File: src/rtl/core/bspq_pkg.sv
`timescale 1ns / 1ps
`default_nettype none
// ----------------------------------------------------------------------------
// bspq_pkg: shared types and codes for the bounded stable priority queue
// Word layouts of both channels, the held entry, status codes and the
// per-cell control word.
// ----------------------------------------------------------------------------
package bspq_pkg;

  localparam int unsigned CNT_W  = 5;
  localparam int unsigned ID_W   = 8;
  localparam int unsigned KEY_W  = 8;
  localparam int unsigned STAT_W = 2;

  localparam logic [CNT_W-1:0] CAP_RESET = CNT_W'(16);

  localparam logic MODE_INSERT = 1'b0;
  localparam logic MODE_REMOVE = 1'b1;

  typedef enum logic [STAT_W-1:0] {
    ST_INSERTED = 2'd0,
    ST_FULL     = 2'd1,
    ST_REMOVED  = 2'd2,
    ST_EMPTY    = 2'd3
  } status_t;

  typedef struct packed {
    logic             mode;
    logic [ID_W-1:0]  req_id;
    logic [KEY_W-1:0] priority_key;
  } in_word_t;

  typedef struct packed {
    status_t          status;
    logic [ID_W-1:0]  out_id;
    logic [KEY_W-1:0] out_key;
    logic [CNT_W-1:0] occupancy;
  } out_word_t;

  typedef struct packed {
    logic [ID_W-1:0]  id;
    logic [KEY_W-1:0] key;
  } entry_t;

  typedef enum logic [1:0] {
    CELL_HOLD,
    CELL_LOAD,
    CELL_FROM_LEFT,
    CELL_FROM_RIGHT
  } cell_op_t;

  typedef struct packed {
    logic     occupied;
    cell_op_t op;
  } cell_ctl_t;

endpackage

`default_nettype wire

File: src/rtl/core/bounded_stable_priority_queue.sv
`timescale 1ns / 1ps
`default_nettype none
// ----------------------------------------------------------------------------
// bounded_stable_priority_queue: sorted queue built as a chain of cells
// Entries stay in ascending key order, ties in arrival order. Insert
// drops when full, remove pops the head. One result word per input word.
// ----------------------------------------------------------------------------
//  channel  ports                         word
//  in       in_valid / in_ready           in_data  (mode, req_id, priority_key)
//  out      out_valid / out_ready         out_data (status, id, key, occupancy)
//  cfg      cfg_valid / cfg_ready         cfg_data (capacity)
//
//  One word per cycle: all cells compare against the new key in parallel
//  and shift by one slot in the same edge; the result register sets the pace.
//  The result is registered and appears in the cycle after the input word is accepted.
//  in_ready drops only while a result waits and out_ready is low.
//  Reset empties the queue and sets capacity to 16; cfg_ready is always high.
// ----------------------------------------------------------------------------
module bounded_stable_priority_queue
  import bspq_pkg::*;
#(
  parameter int unsigned DEPTH = 16
) (
  input  wire logic             clk,
  input  wire logic             rst_n,
  input  wire logic             in_valid,
  output logic                  in_ready,
  input  wire in_word_t         in_data,
  output logic                  out_valid,
  input  wire logic             out_ready,
  output out_word_t             out_data,
  input  wire logic             cfg_valid,
  output logic                  cfg_ready,
  input  wire logic [CNT_W-1:0] cfg_data
);

  localparam int unsigned DEP_W = $clog2(DEPTH + 1);
  localparam int unsigned CMP_W = (DEP_W > CNT_W) ? DEP_W : CNT_W;

  logic [CNT_W-1:0] cap_r;
  logic [CNT_W-1:0] count_r, count_nxt;
  logic             out_valid_r;
  out_word_t        out_data_r, out_data_nxt;

  logic             in_fire;
  logic [CMP_W-1:0] eff_cap;
  logic             full, empty;
  logic             do_insert, do_remove;

  entry_t           new_entry;
  entry_t           cell_entry [DEPTH];
  logic             cell_past  [DEPTH];
  cell_ctl_t        cell_ctl   [DEPTH];

  assign cfg_ready = 1'b1;
  assign in_ready  = !out_valid_r || out_ready;
  assign in_fire   = in_valid && in_ready;
  assign out_valid = out_valid_r;
  assign out_data  = out_data_r;

  assign eff_cap = (CMP_W'(cap_r) > CMP_W'(DEPTH)) ? CMP_W'(DEPTH) : CMP_W'(cap_r);
  assign full    = CMP_W'(count_r) >= eff_cap;
  assign empty   = (count_r == '0);

  assign do_insert = in_fire && (in_data.mode == MODE_INSERT) && !full;
  assign do_remove = in_fire && (in_data.mode == MODE_REMOVE) && !empty;

  assign new_entry.id  = in_data.req_id;
  assign new_entry.key = in_data.priority_key;

  for (genvar i = 0; i < DEPTH; i++) begin : g_cell
    entry_t left_in, right_in;
    logic   left_past;

    if (i == 0) begin : g_first
      assign left_in   = '0;
      assign left_past = 1'b0;
    end else begin : g_mid
      assign left_in   = cell_entry[i-1];
      assign left_past = cell_past[i-1];
    end

    // the last cell's right input is never read back: that slot leaves use
    if (i == DEPTH - 1) begin : g_last
      assign right_in = '0;
    end else begin : g_inner
      assign right_in = cell_entry[i+1];
    end

    always_comb begin
      cell_ctl[i].occupied = CMP_W'(i) < CMP_W'(count_r);
      priority if (do_insert && left_past) begin
        cell_ctl[i].op = CELL_FROM_LEFT;
      end else if (do_insert && cell_past[i]) begin
        cell_ctl[i].op = CELL_LOAD;
      end else if (do_remove) begin
        cell_ctl[i].op = CELL_FROM_RIGHT;
      end else begin
        cell_ctl[i].op = CELL_HOLD;
      end
    end

    bspq_cell u_cell (
      .clk         (clk),
      .ctl         (cell_ctl[i]),
      .new_entry   (new_entry),
      .left_entry  (left_in),
      .right_entry (right_in),
      .entry       (cell_entry[i]),
      .past        (cell_past[i])
    );
  end

  always_comb begin
    count_nxt    = count_r;
    out_data_nxt = out_data_r;
    if (in_fire) begin
      out_data_nxt.out_id  = '0;
      out_data_nxt.out_key = '0;
      if (in_data.mode == MODE_INSERT) begin
        if (full) begin
          out_data_nxt.status = ST_FULL;
        end else begin
          out_data_nxt.status = ST_INSERTED;
          count_nxt           = count_r + CNT_W'(1);
        end
      end else begin
        if (empty) begin
          out_data_nxt.status = ST_EMPTY;
        end else begin
          out_data_nxt.status  = ST_REMOVED;
          out_data_nxt.out_id  = cell_entry[0].id;
          out_data_nxt.out_key = cell_entry[0].key;
          count_nxt            = count_r - CNT_W'(1);
        end
      end
      out_data_nxt.occupancy = count_nxt;
    end
  end

  always_ff @(posedge clk) begin
    if (!rst_n) begin
      cap_r       <= CAP_RESET;
      count_r     <= '0;
      out_valid_r <= 1'b0;
    end else begin
      if (cfg_valid && cfg_ready) begin
        cap_r <= cfg_data;
      end
      count_r <= count_nxt;
      if (in_fire) begin
        out_valid_r <= 1'b1;
      end else if (out_ready) begin
        out_valid_r <= 1'b0;
      end
    end
    out_data_r <= out_data_nxt;
  end

  // occupancy never passes the built depth
  a_count_bound: assert property (@(posedge clk) disable iff (!rst_n)
    CMP_W'(count_r) <= CMP_W'(DEPTH))
    else $error("queue count beyond depth");

  // an accepted word always leaves a result waiting
  a_result_pending: assert property (@(posedge clk) disable iff (!rst_n)
    in_fire |=> out_valid_r)
    else $error("accepted word produced no result");

  // a pop reports the removed status and shrinks the queue by one
  a_pop_count: assert property (@(posedge clk) disable iff (!rst_n)
    do_remove |=> (out_data_r.status == ST_REMOVED) &&
                  (count_r == $past(count_r) - CNT_W'(1)))
    else $error("pop count mismatch");

  // a dropped insert leaves the queue as it was
  a_drop_hold: assert property (@(posedge clk) disable iff (!rst_n)
    (in_fire && (in_data.mode == MODE_INSERT) && full) |=>
      (out_data_r.status == ST_FULL) && $stable(count_r))
    else $error("dropped insert changed count");

endmodule

`default_nettype wire

File: src/rtl/core/bspq_cell.sv
`timescale 1ns / 1ps
`default_nettype none
// ----------------------------------------------------------------------------
// bspq_cell: one slot of the sorted chain
// Holds one entry, flags whether an incoming key belongs at or before it,
// and loads from the broadcast entry or a neighbor as told.
// ----------------------------------------------------------------------------
module bspq_cell
  import bspq_pkg::*;
(
  input  wire logic      clk,
  input  wire cell_ctl_t ctl,
  input  wire entry_t    new_entry,
  input  wire entry_t    left_entry,
  input  wire entry_t    right_entry,
  output entry_t         entry,
  output logic           past
);

  entry_t entry_r;
  entry_t entry_nxt;

  // empty slot or strictly larger key: the new word goes here or earlier
  assign past  = !ctl.occupied || (entry_r.key > new_entry.key);
  assign entry = entry_r;

  always_comb begin
    unique case (ctl.op)
      CELL_LOAD:       entry_nxt = new_entry;
      CELL_FROM_LEFT:  entry_nxt = left_entry;
      CELL_FROM_RIGHT: entry_nxt = right_entry;
      default:         entry_nxt = entry_r;
    endcase
  end

  always_ff @(posedge clk) begin
    entry_r <= entry_nxt;
  end

endmodule

`default_nettype wire
File: config.mk
export PLATFORM = sky130hd
export DESIGN_NAME = bounded_stable_priority_queue
export DESIGN_NICKNAME = d
export VERILOG_FILES = /design/src/rtl/core/bspq_pkg.sv /design/src/rtl/core/bounded_stable_priority_queue.sv /design/src/rtl/core/bspq_cell.sv
export SDC_FILE = /design/constraint.sdc
export NUM_CORES = 1
export LEC_CHECK = 0
export ABC_CLOCK_PERIOD_IN_PS = 7400
export BUFFER_PORTS_ARGS = -buffer_cell sky130_fd_sc_hd__buf_4
export CORE_ASPECT_RATIO = 0.9
export CORE_MARGIN = 1
export CORE_UTILIZATION = 46
export CTS_BUF_LIST = sky130_fd_sc_hd__clkbuf_4 sky130_fd_sc_hd__clkbuf_8
export CTS_CLUSTER_DIAMETER = 150
export DETAILED_ROUTE_END_ITERATION = 10
export SYNTH_ARGS = -nofsm -noshare
export SYNTH_HDL_FRONTEND = slang
export SYNTH_SLANG_ARGS = --single-unit
File: constraint.sdc
create_clock -name clk -period 7.4 [get_ports clk]
set_input_delay 1.11 -clock clk [delete_from_list [all_inputs] [get_ports clk]]
set_output_delay 1.11 -clock clk [all_outputs]
set_load 0.03 [all_outputs]
# After elaboration in Yosys (flattened, before gate mapping)

Cells that the tools add are included.

Bitwise gates (word level): 1
Add/subtract/negate cells: 2
Reductions and logical operators: 76
Magnitude comparators: 34
Muxes and demuxes: 57
Equal/unequal tests: 48

Operator list:

| operator                                             | count |
|---|---|
| case mux 16 bit (3 select lines)                     | 16 |
| > comparator 8 bit                                   | 16 |
| 2-to-1 mux 2 bit                                     | 33 |
| equality test 2 bit (second input constant)          | 32 |
| nonzero test 3 bit                                   | 16 |
| < comparator 4 x 5 -> 1 bit (first input constant)   | 8 |
| equality test 2 x 1 -> 1 bit (second input constant) | 16 |
| logical AND 1 bit                                    | 21 |
| < comparator 3 x 5 -> 1 bit (first input constant)   | 4 |
| 2-to-1 mux 5 bit                                     | 4 |
| logical NOT 1 bit                                    | 19 |
| logical OR 1 bit                                     | 17 |
| < comparator 1 x 5 -> 1 bit (first input constant)   | 2 |
| < comparator 2 x 5 -> 1 bit (first input constant)   | 2 |
| adder 5 x 1 -> 5 bit (second input constant)         | 1 |
| greater-or-equal comparator 5 bit                    | 1 |
| > comparator 5 bit (second input constant)           | 1 |
| logical NOT 5 bit                                    | 1 |
| subtractor 5 x 1 -> 5 bit (second input constant)    | 1 |
| 2-to-1 mux 1 bit                                     | 4 |
| nonzero test 2 bit                                   | 1 |
| OR reduction 2 bit                                   | 1 |
| inverter 1 bit                                       | 1 |

Register bits after elaboration: 290

# Longest topological paths before layout

Depth in word-level cells: 10
Gate-level depth with buffers: 12
Depth with buffers taken out: 9

# Hierarchy

A second synthesis with hierarchy kept.

Cells, all modules: 1,825
Area, all modules: 18,890.6 um2

By module, submodules not included:

| module                        | seq. area each (um2) | cells each | area an instance (um2) | instances |
|---|---|---|---|---|
| bspq_cell                     | 480.5                | 100        | 1,051.0                | 16 |
| bounded_stable_priority_queue | 910.9                | 225        | 2,074.5                | 1 |

# Least setup slack after synthesis

OpenSTA, ideal clock, no wires.

Path type: input to register
From: input out_ready
To: register g_cell[5].u_cell.entry_r (netlist bit g_cell[5].u_cell.entry[0]), enable pin
Arrival: 3.764 ns
Cell stages on the path: 8
Path slack: 3.242 ns
Path buffers: 1
Data required time: 7.006 ns
Cell sequence: nand2b_1 nand2_1 inv_2 clkbuf_1 a21oi_1 nand2_1 a21oi_1 a21oi_1

Word-level cells in the longest chain between the ends: 9
Elaborated cells on any way between the ends: 15
Those cells by class: eq/ne: 3; mux: 3; reduce/logical: 9

Ends and longest elaborated chain:

| element                                                             | line                                                                     | RTL |
|---|---|---|
| start, declared                                                     | bounded_stable_priority_queue.sv:30                                      | `input wire logic out_ready,` |
| logical OR 1 bit (*)                                                | bounded_stable_priority_queue.sv:56                                      | `assign in_ready = !out_valid_r \|\| out_ready;` |
| logical AND 1 bit (*)                                               | bounded_stable_priority_queue.sv:57                                      | `assign in_fire = in_valid && in_ready;` |
| named net in_fire                                                   | bounded_stable_priority_queue.sv:45                                      | `logic in_fire;` |
| logical AND 1 bit, on equally long branches (2 in a row)            | bounded_stable_priority_queue.sv:66, bounded_stable_priority_queue.sv:65 |  |
| 2-to-1 mux 2 bit or logical AND 1 bit (tied branches)               | bounded_stable_priority_queue.sv:96, bounded_stable_priority_queue.sv:94 |  |
| 2-to-1 mux 2 bit                                                    | bounded_stable_priority_queue.sv:94                                      | `end else if (do_insert && cell_past[i]) begin` |
| 2-to-1 mux 2 bit (*)                                                | bounded_stable_priority_queue.sv:92                                      | `priority if (do_insert && left_past) begin` |
| equality test 2 x 1 -> 1 bit or equality test 2 bit (tied branches) | bspq_cell.sv:28                                                          | `unique case (ctl.op)` |
| nonzero test 3 bit (no source line) (*)                             | -                                                                        |  |
| end signal, assigned                                                | bspq_cell.sv:37                                                          | `entry_r <= entry_nxt;` |
| end, declared                                                       | bspq_cell.sv:20                                                          | `entry_t entry_r;` |

The timed path passes the listed nets; every way through them passes the cells marked *.
A chain may end at the register's enable or synchronous reset.

# Worst setup path after layout

From: input out_ready
To: register g_cell[7].u_cell.entry_r (netlist bit g_cell[7].u_cell.entry[1]), enable pin

Word-level cells in the longest chain between the ends: 9
Elaborated cells on any way between the ends: 15
Those cells by class: eq/ne: 3; mux: 3; reduce/logical: 9

Ends and longest elaborated chain:

| element                                                             | line |
|---|---|
| logical OR 1 bit (*)                                                | bounded_stable_priority_queue.sv:56 |
| logical AND 1 bit (*)                                               | bounded_stable_priority_queue.sv:57 |
| logical AND 1 bit, on equally long branches (2 in a row)            | bounded_stable_priority_queue.sv:66, bounded_stable_priority_queue.sv:65 |
| 2-to-1 mux 2 bit or logical AND 1 bit (tied branches)               | bounded_stable_priority_queue.sv:96, bounded_stable_priority_queue.sv:94 |
| 2-to-1 mux 2 bit                                                    | bounded_stable_priority_queue.sv:94 |
| 2-to-1 mux 2 bit (*)                                                | bounded_stable_priority_queue.sv:92 |
| equality test 2 x 1 -> 1 bit or equality test 2 bit (tied branches) | bspq_cell.sv:28 |
| nonzero test 3 bit (no source line) (*)                             | - |
| end signal, assigned                                                | bspq_cell.sv:37 |
| end, declared                                                       | bspq_cell.sv:20 |

Mark *: on every way between the ends. The rest lies on a longest branch, timed or not.

==> reports/results.ini <==
[floorplan]
io_pins = 53
fp.dieW_um = 207
rows = 67
die_area_um2 = 38500
fp.dieH_um = 186
core_region_area_um2 = 37200
start_util_pct = 46.6

[clocking]
cts_setup_buffers = 0
numCtsBuffers = 51
cts_hold_buf = 0
ctsHtreeMaxLevel = 2
cts_root_buf = clkbuf_8
cts_max_path_buffers = 3
clk_pin_slew_ns = 0.06
cts_tree = built
clk_latency_ns = 0.63
clkSinkCount = 290
postCtsResizedCells = 0

[pwr]
p_leak_nw = 6.93
vdd_drop_max_mv = 0.132
pwr_density_cell_nw_per_um2 = 242
fin_total_pwr_mw = 4.60

[drt]
routed_wl_mm = 50.2
wl_per_cell_um = 24.1
first_pass_iters = 7
via_per_inst = 6.51
drt_iter0_drc = 1588
ant_nets = 0
drcViolationCount = 0
vias = 13500

[layout]
insertedDiodeCount = 0
nFillCells = 3372
final_cell_area_um2 = 19000
area_growth_pct = 9.52
drive_gt1_share_pct = 13.4
nets = 1722

[setup_path]
worst_r2r_startpoint = count_r[0]
cp_data_required_time_ns = 7.61
cp_max_fo = 46
ff2ff_path_depth = 7
critPathLaunchType = input port
cp.arrival_ns = 4.34
r2r_end = g_cell[7].u_cell.entry[1]
worst_setup_path_end_kind = flop
critPathKind = in -> reg
ff2ff_setup_slack_ns = 3.56

[worst_hold_path]
min_to = cap_r[0]
hold_path.startpoint = cap_r[0]
min_path_cells = 2
min_path_type = reg -> reg

[sta]
drv_slew = 0
finalSetupViolCount = 0
rsz0062_at_grt = false
min_period_ns = 4.14
slew_headroom_pct = 23.8
finalSetupTns_ns = 0
worst_pin_slew_ns = 1.14
period_share_pct = 55.9
clock-skew-final_ns = 0.0420
fmax_ghz = 0.242
hold_violations = 0

[synthesis]
yosysWarnings = 0
synth.top_cells.by_area = edfxtp_1 48%, ha_1 9.8%, o21ai_0 5.4%, a21oi_1 4.6%, mux2i_1 4.0%
ys_ff_latch = 290
synth_common_cells = 279 x edfxtp_1, 188 x o21ai_0, 158 x a21oi_1, 136 x ha_1, 76 x nand2_1
synth_most_common_cell = edfxtp_1
yosysSeqAreaShare_pct = 49.5
synth_largest_area_cell = edfxtp_1
synth-main-ff-cell = edfxtp_1
avgSynthCellArea_um2 = 11.3
synthCells = 1541
ys_async_sr_fraction_pct = 0
synth_fp_nets = 1704
synth_edf_count = 279
synth_top_area_share_pct = 48.3
synth_cell_type_count = 75
syn_area_um2 = 17400

[placed_design]
hpwl_mm = 35.3
place.port_buffers = 51
gp_congestion = 0.898
place_area_um2 = 18000

[global_routing]
grt_pass1_vias = 13200
grt_pass1_wl_mm = 77.9
grt_max_degree = 123
antenna_found_initial = 0
gr-total-overflow = 0
grt_usage_pct = 26.3

[outcome]
status = completed

[run]
drv_cap = 0

-- worst max-delay path by stage --
stage                    from                     endpoint  slack, ns  depth (start not counted)
floorplan           out_ready    g_cell[5].u_cell.entry[0]       3.24                          8
CTS                 out_ready    g_cell[7].u_cell.entry[1]       3.26                          8
global route        out_ready    g_cell[7].u_cell.entry[1]       2.95                          8
detailed placement  out_ready  g_cell[15].u_cell.entry[12]       2.64                          8
finish              out_ready    g_cell[7].u_cell.entry[1]       3.26                          8
global placement    out_ready   g_cell[7].u_cell.entry[10]       2.78                          8
-- registers in the layout, indices dropped and copies added, names as in the netlist --
signal	count
cap_r	5
count_r	5
g_cell.u_cell.entry	256
out_data	23
out_valid	1
-- cell usage in the layout (no fill, tap or decap), types with 3 or more instances in the layout --
cell type,Yosys,final
edfxtp_1,279,279
o21ai_0,188,188
a21oi_1,158,158
ha_1,136,136
buf_4,12,80
nand2_1,76,76
a32oi_1,75,75
mux2i_1,70,70
clkbuf_8,0,56
a221o_1,47,47
nor3_1,35,35
inv_1,34,34
and3_1,34,34
nand4_1,31,31
nor2_1,25,25
clkbuf_4,0,25
nor2b_1,19,19
a31oi_1,20,19
a22oi_1,17,17
and4_1,15,15
o211ai_1,13,13
and2_1,13,12
dfxtp_1,11,11
nand3_1,10,10
a21oi_2,9,9
a211oi_1,9,9
mux2_1,9,9
o21a_1,8,8
o221ai_1,8,8
or3_1,7,7
a21o_1,6,6
mux2_2,6,6
nor3_4,3,4
nor2_2,4,4
clkinv_1,0,4
a21boi_0,3,3
or2_1,3,3
-- logic make-up (layout without fill, tap and decap cells) --
group,after synthesis,count (layout),synth area share [%]
buf+inv,151,205,4.29
xor+xnor,2,2,0.101
compound gates,583,583,21.8
simple gates,293,293,9.44
flops,290,290,49.5
fa+ha+maj,136,136,9.80
other cells,1,1,0.0216
mux,85,85,5.01
-- worst max-delay path, stage by stage --
cell and delay, ns:
buf_4 0.07, nand2b_1 0.12, nand2_1 0.18, inv_2 0.66, buf_4 0.38, and2_4 0.53
a21oi_2 0.28, a31oi_2 0.96
-- area by class of cell --
class	count	area (µm²)	share of cell area (%)
Inverter	35	131	0.691
Clock inverter	8	52.6	0.276
Multi-Input combinational cell	1100	8040	42.3
Sequential cell	290	8600	45.2
Timing Repair Buffer	81	621	3.26
Clock buffer	81	958	5.04
Tap cell	483	604	3.18
-- report_power, final --
part / total [mW] / leakage, nW / internal (mW) / switching, mW
Clock: 1.52 / 0.545 / 0.818 / 0.704
Sequential: 2.19 / 2.73 / 2.05 / 0.136
Combinational: 0.888 / 3.65 / 0.315 / 0.573
-- metal layers --
| layer | GRT usage, % | vias to the layer above | routed length, µm |
|---|---|---|---|
| li1 | - | 6212 | - |
| met1 | 38.5 | 6673 | 23200 |
| met2 | 40.0 | 566 | 22100 |
| met3 | 4.74 | 78 | 3810 |
| met4 | 6.92 | 0 | 1040 |
| met5 | 0 | - | 0 |
-- through the flow --
step                utilization [%]  setup WS (ns)  hold slack (ns)  std cells
CTS                            51.1           3.26            0.523       2078
finish                         51.1           3.26            0.520       2078
floorplan                         -           3.24            0.474       1541
detailed placement             48.4           2.64            0.504       1989
global route                   51.1           2.95            0.551       2078
global placement               48.4           2.78            0.498       1989
Note: power is estimated with default switching activity, not from simulation.
